==> src/rtl/csf_pkg.sv <==
// csf_pkg: shared types and constants for the counting semaphore block
// holds operation and result codes, fsm states and the ctrl/datapath structs
// no dependencies
`timescale 1ns / 1ps
`default_nettype none

package csf_pkg;

  // fixed field widths
  localparam int COUNT_W = 18;
  localparam int INIT_W  = 16;
  localparam int FUNC_W  = 2;
  localparam int KIND_W  = 3;

  // saturation point of the count
  localparam logic signed [COUNT_W-1:0] COUNT_TOP = 18'sd131071;

  // operation codes
  typedef enum logic [FUNC_W-1:0] {
    FUNC_WAIT   = 2'd0,
    FUNC_SIGNAL = 2'd1,
    FUNC_CLOSE  = 2'd2,
    FUNC_RSVD   = 2'd3
  } func_t;

  // result codes
  typedef enum logic [KIND_W-1:0] {
    KIND_PROCEED      = 3'd0,
    KIND_BLOCKED      = 3'd1,
    KIND_WOKEN_SIGNAL = 3'd2,
    KIND_WOKEN_CLOSE  = 3'd3,
    KIND_NO_WAITER    = 3'd4,
    KIND_FULL         = 3'd5
  } kind_t;

  // source of the result thread id
  typedef enum logic [1:0] {
    SEL_CALLER = 2'd0,
    SEL_WAITER = 2'd1,
    SEL_ZERO   = 2'd2
  } thr_sel_t;

  // controller states
  typedef enum logic [1:0] {
    ST_IDLE  = 2'd0,
    ST_EXEC  = 2'd1,
    ST_DRAIN = 2'd2
  } state_t;

  // commands from controller to datapath
  typedef struct packed {
    logic     load;
    logic     cnt_dec;
    logic     cnt_inc;
    logic     cnt_reload;
    logic     push;
    logic     pop;
    logic     ring_clear;
    logic     emit;
    kind_t    kind;
    thr_sel_t sel;
    logic     last;
  } cmd_t;

  // status from datapath to controller
  typedef struct packed {
    func_t func;
    logic  count_pos;
    logic  ring_full;
    logic  ring_empty;
    logic  ring_one;
    logic  out_free;
  } status_t;

endpackage

`default_nettype wire

==> src/rtl/counting_semaphore_fifo_unit.sv <==
// counting_semaphore_fifo_unit: counting semaphore with a ring of waiting threads
// top level joining csf_ctrl and csf_datapath
// depends on csf_pkg, csf_ctrl, csf_datapath
//
//   channel | handshake            | payload
//   --------+----------------------+----------------------------
//   in      | in_valid / in_ready  | func, thread_id
//   out     | out_valid / out_ready| kind, result_thread, last
//   cfg     | cfg_valid / cfg_ready| cfg_data (initial count)
//
// wait and signal are accepted in idle, then one execute state updates
// the count and the ring and loads the output register.
// close with an empty ring also finishes in execute; with waiters the drain
// pops one waiter per cycle through the single ring read port when not stalled.
// a full output register holds execution until the beat is taken.
// synchronous reset clears count, ring pointers, initial count and handshakes.
`timescale 1ns / 1ps
`default_nettype none

module counting_semaphore_fifo_unit #(
  parameter int WAIT_DEPTH     = 16,
  parameter int THREAD_ID_BITS = 6
) (
  input  wire logic                        clk,
  input  wire logic                        rst,
  input  wire logic                        in_valid,
  output logic                             in_ready,
  input  wire logic [csf_pkg::FUNC_W-1:0]  func,
  input  wire logic [THREAD_ID_BITS-1:0]   thread_id,
  output logic                             out_valid,
  input  wire logic                        out_ready,
  output logic [csf_pkg::KIND_W-1:0]       kind,
  output logic [THREAD_ID_BITS-1:0]        result_thread,
  output logic                             last,
  input  wire logic                        cfg_valid,
  output logic                             cfg_ready,
  input  wire logic [csf_pkg::INIT_W-1:0]  cfg_data
);

  csf_pkg::cmd_t    cmd;
  csf_pkg::status_t status;
  csf_pkg::kind_t   out_kind;

  // config writes are always taken
  assign cfg_ready = 1'b1;
  assign kind      = out_kind;

  csf_ctrl u_ctrl (
    .clk      (clk),
    .rst      (rst),
    .in_valid (in_valid),
    .in_ready (in_ready),
    .status   (status),
    .cmd      (cmd)
  );

  csf_datapath #(
    .WAIT_DEPTH     (WAIT_DEPTH),
    .THREAD_ID_BITS (THREAD_ID_BITS)
  ) u_dp (
    .clk        (clk),
    .rst        (rst),
    .func       (func),
    .thread_id  (thread_id),
    .cfg_valid  (cfg_valid),
    .cfg_data   (cfg_data),
    .out_ready  (out_ready),
    .out_valid  (out_valid),
    .out_kind   (out_kind),
    .out_thread (result_thread),
    .out_last   (last),
    .cmd        (cmd),
    .status     (status)
  );

`ifndef SYNTHESIS
  // never queue into a full ring
  a_push_not_full: assert property (@(posedge clk) disable iff (rst)
    cmd.push |-> !status.ring_full)
    else $error("push into full waiter ring");

  // never release from an empty ring
  a_pop_not_empty: assert property (@(posedge clk) disable iff (rst)
    cmd.pop |-> !status.ring_empty)
    else $error("pop from empty waiter ring");

  // a result is only loaded when the output register can take it
  a_emit_free: assert property (@(posedge clk) disable iff (rst)
    cmd.emit |-> status.out_free)
    else $error("result overwrites pending output beat");

  // one item at a time: busy right after an accepted beat
  a_busy_after_accept: assert property (@(posedge clk) disable iff (rst)
    in_valid && in_ready |=> !in_ready)
    else $error("input accepted while previous item in flight");
`endif

endmodule

`default_nettype wire

==> src/rtl/csf_ctrl.sv <==
// csf_ctrl: controller fsm of the counting semaphore block
// decodes the held operation and sequences count, ring and result updates
// depends on csf_pkg
`timescale 1ns / 1ps
`default_nettype none

module csf_ctrl (
  input  wire logic             clk,
  input  wire logic             rst,
  input  wire logic             in_valid,
  output logic                  in_ready,
  input  wire csf_pkg::status_t status,
  output csf_pkg::cmd_t         cmd
);

  csf_pkg::state_t state, state_next;

  // state register
  always_ff @(posedge clk) begin
    if (rst) begin
      state <= csf_pkg::ST_IDLE;
    end else begin
      state <= state_next;
    end
  end

  // next state and commands
  always_comb begin
    state_next     = state;
    in_ready       = 1'b0;
    cmd.load       = 1'b0;
    cmd.cnt_dec    = 1'b0;
    cmd.cnt_inc    = 1'b0;
    cmd.cnt_reload = 1'b0;
    cmd.push       = 1'b0;
    cmd.pop        = 1'b0;
    cmd.ring_clear = 1'b0;
    cmd.emit       = 1'b0;
    cmd.kind       = csf_pkg::KIND_PROCEED;
    cmd.sel        = csf_pkg::SEL_CALLER;
    cmd.last       = 1'b1;
    case (state)
      csf_pkg::ST_IDLE: begin
        in_ready = 1'b1;
        if (in_valid) begin
          cmd.load   = 1'b1;
          state_next = csf_pkg::ST_EXEC;
        end
      end
      csf_pkg::ST_EXEC: begin
        case (status.func)
          csf_pkg::FUNC_WAIT: begin
            if (status.out_free) begin
              cmd.emit   = 1'b1;
              state_next = csf_pkg::ST_IDLE;
              if (status.count_pos) begin
                cmd.cnt_dec = 1'b1;
                cmd.kind    = csf_pkg::KIND_PROCEED;
              end else if (status.ring_full) begin
                cmd.kind = csf_pkg::KIND_FULL;
              end else begin
                cmd.cnt_dec = 1'b1;
                cmd.push    = 1'b1;
                cmd.kind    = csf_pkg::KIND_BLOCKED;
              end
            end
          end
          csf_pkg::FUNC_SIGNAL: begin
            if (status.out_free) begin
              cmd.emit    = 1'b1;
              cmd.cnt_inc = 1'b1;
              state_next  = csf_pkg::ST_IDLE;
              if (status.ring_empty) begin
                cmd.kind = csf_pkg::KIND_NO_WAITER;
                cmd.sel  = csf_pkg::SEL_ZERO;
              end else begin
                cmd.pop  = 1'b1;
                cmd.kind = csf_pkg::KIND_WOKEN_SIGNAL;
                cmd.sel  = csf_pkg::SEL_WAITER;
              end
            end
          end
          csf_pkg::FUNC_CLOSE: begin
            if (!status.ring_empty) begin
              state_next = csf_pkg::ST_DRAIN;
            end else if (status.out_free) begin
              cmd.emit       = 1'b1;
              cmd.kind       = csf_pkg::KIND_NO_WAITER;
              cmd.sel        = csf_pkg::SEL_ZERO;
              cmd.ring_clear = 1'b1;
              cmd.cnt_reload = 1'b1;
              state_next     = csf_pkg::ST_IDLE;
            end
          end
          default: begin
            // unused operation: no result, count and ring unchanged, back to idle
            state_next = csf_pkg::ST_IDLE;
          end
        endcase
      end
      csf_pkg::ST_DRAIN: begin
        // release one waiter per free output slot, oldest first
        if (status.out_free) begin
          cmd.emit = 1'b1;
          cmd.pop  = 1'b1;
          cmd.kind = csf_pkg::KIND_WOKEN_CLOSE;
          cmd.sel  = csf_pkg::SEL_WAITER;
          cmd.last = status.ring_one;
          if (status.ring_one) begin
            cmd.ring_clear = 1'b1;
            cmd.cnt_reload = 1'b1;
            state_next     = csf_pkg::ST_IDLE;
          end
        end
      end
      default: begin
        state_next = csf_pkg::ST_IDLE;
      end
    endcase
  end

endmodule

`default_nettype wire

==> src/rtl/csf_datapath.sv <==
// csf_datapath: count, waiter ring, config register and output register
// executes commands from csf_ctrl and reports status back
// depends on csf_pkg
`timescale 1ns / 1ps
`default_nettype none

module csf_datapath #(
  parameter int WAIT_DEPTH     = 16,
  parameter int THREAD_ID_BITS = 6
) (
  input  wire logic                            clk,
  input  wire logic                            rst,
  input  wire logic [csf_pkg::FUNC_W-1:0]      func,
  input  wire logic [THREAD_ID_BITS-1:0]       thread_id,
  input  wire logic                            cfg_valid,
  input  wire logic [csf_pkg::INIT_W-1:0]      cfg_data,
  input  wire logic                            out_ready,
  output logic                                 out_valid,
  output csf_pkg::kind_t                       out_kind,
  output logic [THREAD_ID_BITS-1:0]            out_thread,
  output logic                                 out_last,
  input  wire csf_pkg::cmd_t                   cmd,
  output csf_pkg::status_t                     status
);

  localparam int PTR_W  = (WAIT_DEPTH > 1) ? $clog2(WAIT_DEPTH) : 1;
  localparam int USED_W = $clog2(WAIT_DEPTH + 1);
  localparam logic [PTR_W-1:0]  PTR_LAST = PTR_W'(WAIT_DEPTH - 1);
  localparam logic [USED_W-1:0] USED_MAX = USED_W'(WAIT_DEPTH);

  csf_pkg::func_t                     func_q;
  logic [THREAD_ID_BITS-1:0]          tid_q;
  logic [csf_pkg::INIT_W-1:0]         init_count;
  logic signed [csf_pkg::COUNT_W-1:0] count, count_next;
  logic [PTR_W-1:0]                   head, head_next;
  logic [PTR_W-1:0]                   tail, tail_next;
  logic [USED_W-1:0]                  used, used_next;
  logic [THREAD_ID_BITS-1:0]          mem [WAIT_DEPTH];
  logic [THREAD_ID_BITS-1:0]          rd_data;
  logic [THREAD_ID_BITS-1:0]          thread_sel;

  // held item
  always_ff @(posedge clk) begin
    if (cmd.load) begin
      func_q <= csf_pkg::func_t'(func);
      tid_q  <= thread_id;
    end
  end

  // initial count register
  always_ff @(posedge clk) begin
    if (rst) begin
      init_count <= '0;
    end else if (cfg_valid) begin
      init_count <= cfg_data;
    end
  end

  // count update: reload, decrement, saturating increment
  always_comb begin
    count_next = count;
    if (cmd.cnt_reload) begin
      count_next = csf_pkg::COUNT_W'({2'b00, init_count});
    end else if (cmd.cnt_dec) begin
      count_next = count - 18'sd1;
    end else if (cmd.cnt_inc && (count != csf_pkg::COUNT_TOP)) begin
      count_next = count + 18'sd1;
    end
  end

  // ring pointers and occupancy
  always_comb begin
    head_next = head;
    tail_next = tail;
    used_next = used;
    if (cmd.ring_clear) begin
      head_next = '0;
      tail_next = '0;
      used_next = '0;
    end else begin
      if (cmd.pop) begin
        head_next = (head == PTR_LAST) ? '0 : head + PTR_W'(1);
        used_next = used - USED_W'(1);
      end
      if (cmd.push) begin
        tail_next = (tail == PTR_LAST) ? '0 : tail + PTR_W'(1);
        used_next = used + USED_W'(1);
      end
    end
  end

  always_ff @(posedge clk) begin
    if (rst) begin
      count <= '0;
      head  <= '0;
      tail  <= '0;
      used  <= '0;
    end else begin
      count <= count_next;
      head  <= head_next;
      tail  <= tail_next;
      used  <= used_next;
    end
  end

  // waiter ring memory, read port follows the next head
  always_ff @(posedge clk) begin
    if (cmd.push) begin
      mem[tail] <= tid_q;
    end
    rd_data <= mem[head_next];
  end

  // result thread source
  always_comb begin
    case (cmd.sel)
      csf_pkg::SEL_CALLER: thread_sel = tid_q;
      csf_pkg::SEL_WAITER: thread_sel = rd_data;
      default:             thread_sel = '0;
    endcase
  end

  // output register
  always_ff @(posedge clk) begin
    if (rst) begin
      out_valid <= 1'b0;
    end else if (cmd.emit) begin
      out_valid <= 1'b1;
    end else if (out_ready) begin
      out_valid <= 1'b0;
    end
  end

  always_ff @(posedge clk) begin
    if (cmd.emit) begin
      out_kind   <= cmd.kind;
      out_thread <= thread_sel;
      out_last   <= cmd.last;
    end
  end

  // status to controller
  assign status.func       = func_q;
  assign status.count_pos  = (count > 18'sd0);
  assign status.ring_full  = (used == USED_MAX);
  assign status.ring_empty = (used == '0);
  assign status.ring_one   = (used == USED_W'(1));
  assign status.out_free   = !out_valid || out_ready;

endmodule

`default_nettype wire

==> config.mk <==
export PLATFORM = sky130hd
export DESIGN_NAME = counting_semaphore_fifo_unit
export DESIGN_NICKNAME = d
export VERILOG_FILES = /design/src/rtl/csf_pkg.sv /design/src/rtl/counting_semaphore_fifo_unit.sv /design/src/rtl/csf_ctrl.sv /design/src/rtl/csf_datapath.sv
export SDC_FILE = /design/constraint.sdc
export NUM_CORES = 1
export LEC_CHECK = 0
export BUFFER_PORTS_ARGS = -buffer_cell sky130_fd_sc_hd__buf_2
export CAP_MARGIN = 10
export CORE_ASPECT_RATIO = 2
export CORE_MARGIN = 2
export CORE_UTILIZATION = 52
export DETAILED_ROUTE_END_ITERATION = 8
export GPL_TIMING_DRIVEN = 0
export PLACE_DENSITY = 0.79
export SYNTH_ARGS = -nofsm -noshare
export SYNTH_HDL_FRONTEND = slang
export SYNTH_HIERARCHICAL = 1
export SYNTH_SLANG_ARGS = --single-unit
==> constraint.sdc <==
create_clock -name clk -period 5.15 [get_ports clk]
set_input_delay 0.2575 -clock clk [delete_from_list [all_inputs] [get_ports clk]]
set_output_delay 0.2575 -clock clk [all_outputs]
set_load 0.1 [all_outputs]
# Yosys cells after proc, flatten, opt, wreduce, memory -nomap -nowiden

Memory sizes are Yosys's and may differ from the RTL's. A register that Yosys moved wholly into a read port is not among the register bits.
Index checks and enable logic that the tools add are counted.

Register bits: 68
Memories: 1
Bits of input ports: 29
Memory bits (writable): 96
Output and inout port bits: 13

Memories:

| memory   | words | bits a word | rd ports | clocked after memory_dff | write ports | line               | text |
|---|---|---|---|---|---|---|---|
| u_dp.mem | 16    | 6           | 1        | 1                        | 1           | csf_datapath.sv:38 | `logic [THREAD_ID_BITS-1:0] mem [WAIT_DEPTH];` |

Mux-type cells: 55
Order comparisons: 1
Eq/ne operators: 13
Add/subtract/negate cells: 6
Reduce and logical (&&, ||, !) cells: 16

Operators with widths:

| kind                  | number |
|---|---|
| $mux 18               | 2 |
| $mux 1                | 25 |
| $mux 4                | 5 |
| $add 18x2->18 const B | 1 |
| $gt 18x1->1 const B   | 1 |
| $ne 18x18->1 const B  | 1 |
| $sub 18x2->18 const B | 1 |
| $mux 16               | 1 |
| $pmux 8 s2            | 1 |
| $mux 5                | 3 |
| $mux 7                | 2 |
| $mux 2                | 6 |
| $pmux 4 s3            | 1 |
| $pmux 6 s2            | 1 |
| $mux 9                | 1 |
| $add 4x1->4 const B   | 2 |
| $eq 4x4->1 const B    | 2 |
| $pmux 2 s2            | 2 |
| $eq 2x1->1 const B    | 3 |
| $logic_not 2->1       | 3 |
| $mux 3                | 2 |
| $mux 6                | 1 |
| $pmux 2 s3            | 1 |
| $reduce_bool 2->1     | 3 |
| other kinds (16)      | 20 |

# Logic depth before layout (Yosys ltp)

Depth after elaboration: 10
Mapped depth: 15
Gate-level depth less buffers: 14

# Cells and area by module

The synthesis kept the hierarchy.

Modules (own cells, without submodules):

| module                       | area each (um^2) | times used | seq. area each (um^2) | cells each |
|---|---|---|---|---|
| csf_datapath                 | 7,551.0          | 1          | 4,504.3               | 573 |
| csf_ctrl                     | 476.7            | 1          | 40.0                  | 64 |
| counting_semaphore_fifo_unit | 11.3             | 1          | 0.0                   | 2 |

# Worst setup path after synthesis

Ideal clock, no wire load.

Kind: register to register
Start point: reg u_dp.out_valid
End point: reg u_dp/count[17] in the netlist's numbering
Arrival: 3,864 ps
Period minus slack after synthesis: 3,934 ps
Buffers on the path: 2
Setup slack: 1,216 ps
Required time: 5,080 ps
Cell stages (with the launch flop): 14
Cells stage by stage: dfxtp_1 nand2b_1 buf_4 nand3_1 nor2_1 ha_1 buf_6 a21oi_4 o21ai_2 a221oi_2 nor2b_1 o31a_1 or4_1 a21boi_1

RTL lines:

| item                   | line                | text |
|---|---|---|
| from (decl)            | csf_datapath.sv:18  | `output logic out_valid,` |
| from (signal assigned) | csf_datapath.sv:126 | `out_valid <= 1'b0;` |
| from (signal assigned) | csf_datapath.sv:128 | `out_valid <= 1'b1;` |
| from (signal assigned) | csf_datapath.sv:130 | `out_valid <= 1'b0;` |
| to (signal assigned)   | csf_datapath.sv:99  | `count <= count_next;` |
| to (decl)              | csf_datapath.sv:34  | `logic signed [csf_pkg::COUNT_W-1:0] count, count_next;` |

==> results.tsv <==
stage	metric	value	unit
run_status	status	complete, no violations	
sta	clock_skew	0.0107	ns
pwr	vdd_ir_drop_max	0.229	mV
sta	drv_slew	0	
cts	clock-root-buffer	clkbuf_16	
logic_synthesis	synth_nets	703	
setup_path	crit_path_end_kind	flip-flop	
sta	worstMarginPinSlew	1.03	ns
placement	portBuffers	39	
sta	finalCriticalPeriod	3.88	ns
logic_synthesis	synth_top_cell_by_area	edfxtp_1	
pwr	power_leakage	0.00336	uW
cts	cts_sinks	170	
logic_synthesis	synth.mux.area_fraction	0.126	
global_routing	grt_max_degree	18	
global_routing	track_usage	0.237	
drt	vias	5387	
logic_synthesis	synth_top_family_by_area	multiplexers	
floorplanning	die_h	180	um
cts	clk_pin_slew	0.06	ns
cts	cts_setup_buffers	0	
logic_synthesis	syn_avg_cell_area	12.6	um2
logic_synthesis	synth_edf_count	114	
floorplanning	boundaryPins	42	
cts	htreeDepth	4	
hold_path	hold_path_depth	3	
logic_synthesis	synth_compound_area_frac	0.0879	
logic_synthesis	ys_types	64	
sta	finalHoldViolations	0	
drt	initialDrtViolationCount	247	
drt	post-route-drc-count	0	
global_routing	antenna_found_initial	0	
hold_path	min_from	cfg_data[7]	
final_layout	nets	770	
logic_synthesis	async_flop_share	0	
sta	rsz0062_at_grt	false	
floorplanning	core_area	15200	um2
drt	dr.pass1.iters	4	
hold_path	hold_class	in2reg	
final_layout	fin_util	0.601	
logic_synthesis	synthSimpleGateAreaFrac	0.113	
hold_path	hold_end	u_dp/init_count[7]	
logic_synthesis	yosys_warnings	6	
logic_synthesis	netlist_area	8040	um2
final_layout	num_antenna_cells	0	
sta	period_share	0.754	
final_layout	drive_gt1_frac	0.171	
logic_synthesis	synth-xor-area-share	0.0218	
logic_synthesis	synth_top_cell_area_share	0.426	
final_layout	fillers	1183	
setup_path	worst-r2r-setup-slack	1.27	ns
drt	ant_nets	0	
logic_synthesis	synthFlopType	edfxtp_1	
sta	fin_tns_setup	0	ns
pwr	pwr_density_cell	317	nW/um2
logic_synthesis	synth_fa_ha_area_frac	0.0554	
drt	wire_per_inst	20.5	um
logic_synthesis	syn_inst	639	
setup_path	crit_arrival	4.23	ns
setup_path	path_max_fanout	16	
final_layout	final_common_cell	edfxtp_1	
setup_path	r2r-start	u_dp/count[8]	
sta	timing.slew.headroom	0.308	
setup_path	rr_worst_depth	16	
sta	hold_ws	0.0691	ns
setup_path	timing.rr.end	u_dp/count[17]	
setup_path	crit_type	reg2reg	
sta	layout_setup_ws	1.27	ns
placement	place.gp.congestion	0.958	
flow_run	cap_violations	0	
global_routing	grt_pass1_wl	29700	um
cts	worstSkewPairLatency	0.42	ns
setup_path	start_kind	flip-flop	
cts	clockBufferDepth	2	
logic_synthesis	synth_seq_cells	170	
drt	routed_wl	18800	um
placement	hpwlAfterDp	14000	um
drt	routed_via_density	5.87	
floorplanning	die_x	91.9	um
logic_synthesis	synthTopCellsByArea	edfxtp_1 43%, dfxtp_1 14%, mux4_2 6.7%, mux2i_1 5.6%, ha_1 5.3%	
final_layout	mostFrequentLayoutCells	114 x edfxtp_1, 67 x nor2_1, 56 x dfxtp_1	
pwr	power	2900	uW
sta	fmax	0.258	GHz
placement	place_ws	1.35	ns
cts	numCtsBuffers	17	
final_layout	synthToLayoutAreaGrowth	13.7	%
global_routing	grt-ovfl-total	0	
global_routing	grt_pass1_vias	5838	
logic_synthesis	ys_seq_area_frac	0.565	
cts	cts_tree	built	
floorplanning	rows	64	
floorplanning	die_area	16500	um2
floorplanning	initial_core_util	0.528	
sta	finalSetupViolations	0	
setup_path	cp.required	5.50	ns
-- flip-flops by register name, summed over array words and instances (netlist names) --
| signal | count |
|---|---|
| u_dp/head | 4 |
| u_dp/mem | 96 |
| u_dp/rd_data | 6 |
| u_dp/tid_q | 6 |
| u_dp/used | 5 |
| u_dp/out_last | 1 |
| u_dp/count | 18 |
| u_dp/out_thread | 6 |
| u_dp/out_valid | 1 |
| u_dp/out_kind | 3 |
| u_dp/tail | 4 |
| u_ctrl/state | 2 |
| u_dp/func_q | 2 |
| u_dp/init_count | 16 |
-- critical path: stages, from the launching register on --
cell	delay (ns)
dfxtp_1	0.35
nor4_1	0.41
nand4_1	0.16
nor4_1	0.21
nor2_1	0.13
nor2b_1	0.20
nor2_2	0.14
buf_8	0.18
ha_1	0.31
buf_6	0.14
a21oi_4	0.17
o21ai_2	0.09
a221oi_2	0.31
nor2b_1	0.09
o31a_1	0.31
or4_1	0.41
a21boi_1	0.16
-- synthesized netlist by cell type, types with 2 or more instances --
master / count
xnor2_1: 9
nand2b_1: 2
a211oi_1: 3
a21boi_1: 2
o22ai_1: 4
edfxtp_1: 114
inv_1: 20
or3_1: 2
o21ai_0: 13
a41oi_1: 4
a21oi_1: 42
nor4b_1: 3
a31o_2: 2
nor4_1: 7
nand4b_1: 2
a21o_1: 8
mux2_2: 2
o31ai_1: 2
a221o_1: 2
a31oi_1: 6
and3_1: 6
buf_2: 4
ha_1: 34
dfxtp_1: 56
and2_1: 19
nand2_1: 36
o21bai_1: 2
buf_1: 2
nor2_1: 68
o21a_1: 3
mux2i_1: 45
nand3_1: 10
a221oi_2: 2
mux4_2: 24
nand4_1: 7
xor2_1: 11
nor2b_1: 4
a221oi_1: 3
clkbuf_1: 15
nor3_1: 6
buf_4: 10
-- worst max-delay path by stage --
stage              startpoint  depth (start not counted)              end
6_report        u_dp/count[8]                         16   u_dp/count[17]
5_1_grt          u_dp/used[0]                         13  u_dp/rd_data[5]
4_1_cts         u_dp/count[9]                         16   u_dp/count[17]
3_5_place_dp    u_dp/count[9]                         16   u_dp/count[17]
3_3_place_gp     u_dp/used[0]                         13   u_dp/count[16]
2_1_floorplan  u_dp/out_valid                         13   u_dp/count[17]
-- per-layer routing --
layer / track usage / part of all wire / wire length [um]
met4: 0.158 / 0.057 / 1080
met5: 0 / 0 / 0
met1: 0.207 / 0.32 / 6040
met3: 0.0339 / 0.027 / 502
met2: 0.473 / 0.59 / 11200
-- logic make-up (layout without fill, tap and decap cells) --
| group | Yosys count | count (layout) |
|---|---|---|
| compound gates | 107 | 107 |
| xor+xnor | 20 | 20 |
| fa+ha+maj | 35 | 35 |
| buf+inv | 52 | 132 |
| flops | 170 | 170 |
| mux | 71 | 71 |
| other cells | 1 | 1 |
| simple gates | 183 | 183 |
-- where the power goes --
| part | total (uW) | internal [uW] | leakage (uW) | switching [uW] |
|---|---|---|---|---|
| registers | 1510 | 1480 | 0.00149 | 31.2 |
| logic | 182 | 68.1 | 0.00159 | 114 |
| clock network | 1200 | 693 | 0.000281 | 512 |
| total | 2900 | 2240 | 0.00336 | 657 |
-- what timing repair did --
action                                 CTS  global route
hold buffers                             8             0
gates resized for setup                  0             0
endpoints found under the hold margin    8             0
-- metrics by stage --
stage	area, um2	std cells
after floorplan	8040	639
after global placement	8480	876
after detailed placement	8500	877
after CTS	9140	917
after global routing	9140	917
final	9140	917
-- cell type report --
type / count / area, um2 / share of cell area
Sequential cell: 170 / 4540 / 0.497
Multi-Input combinational cell: 417 / 3250 / 0.356
Clock buffer: 24 / 505 / 0.0553
Timing Repair Buffer: 48 / 290 / 0.0317
Tap cell: 198 / 248 / 0.0271
Buffer: 32 / 170 / 0.0186
Inverter: 20 / 75.1 / 0.00821
Clock inverter: 8 / 58.8 / 0.00643
Note: power is estimated with default switching activity, not from simulation.
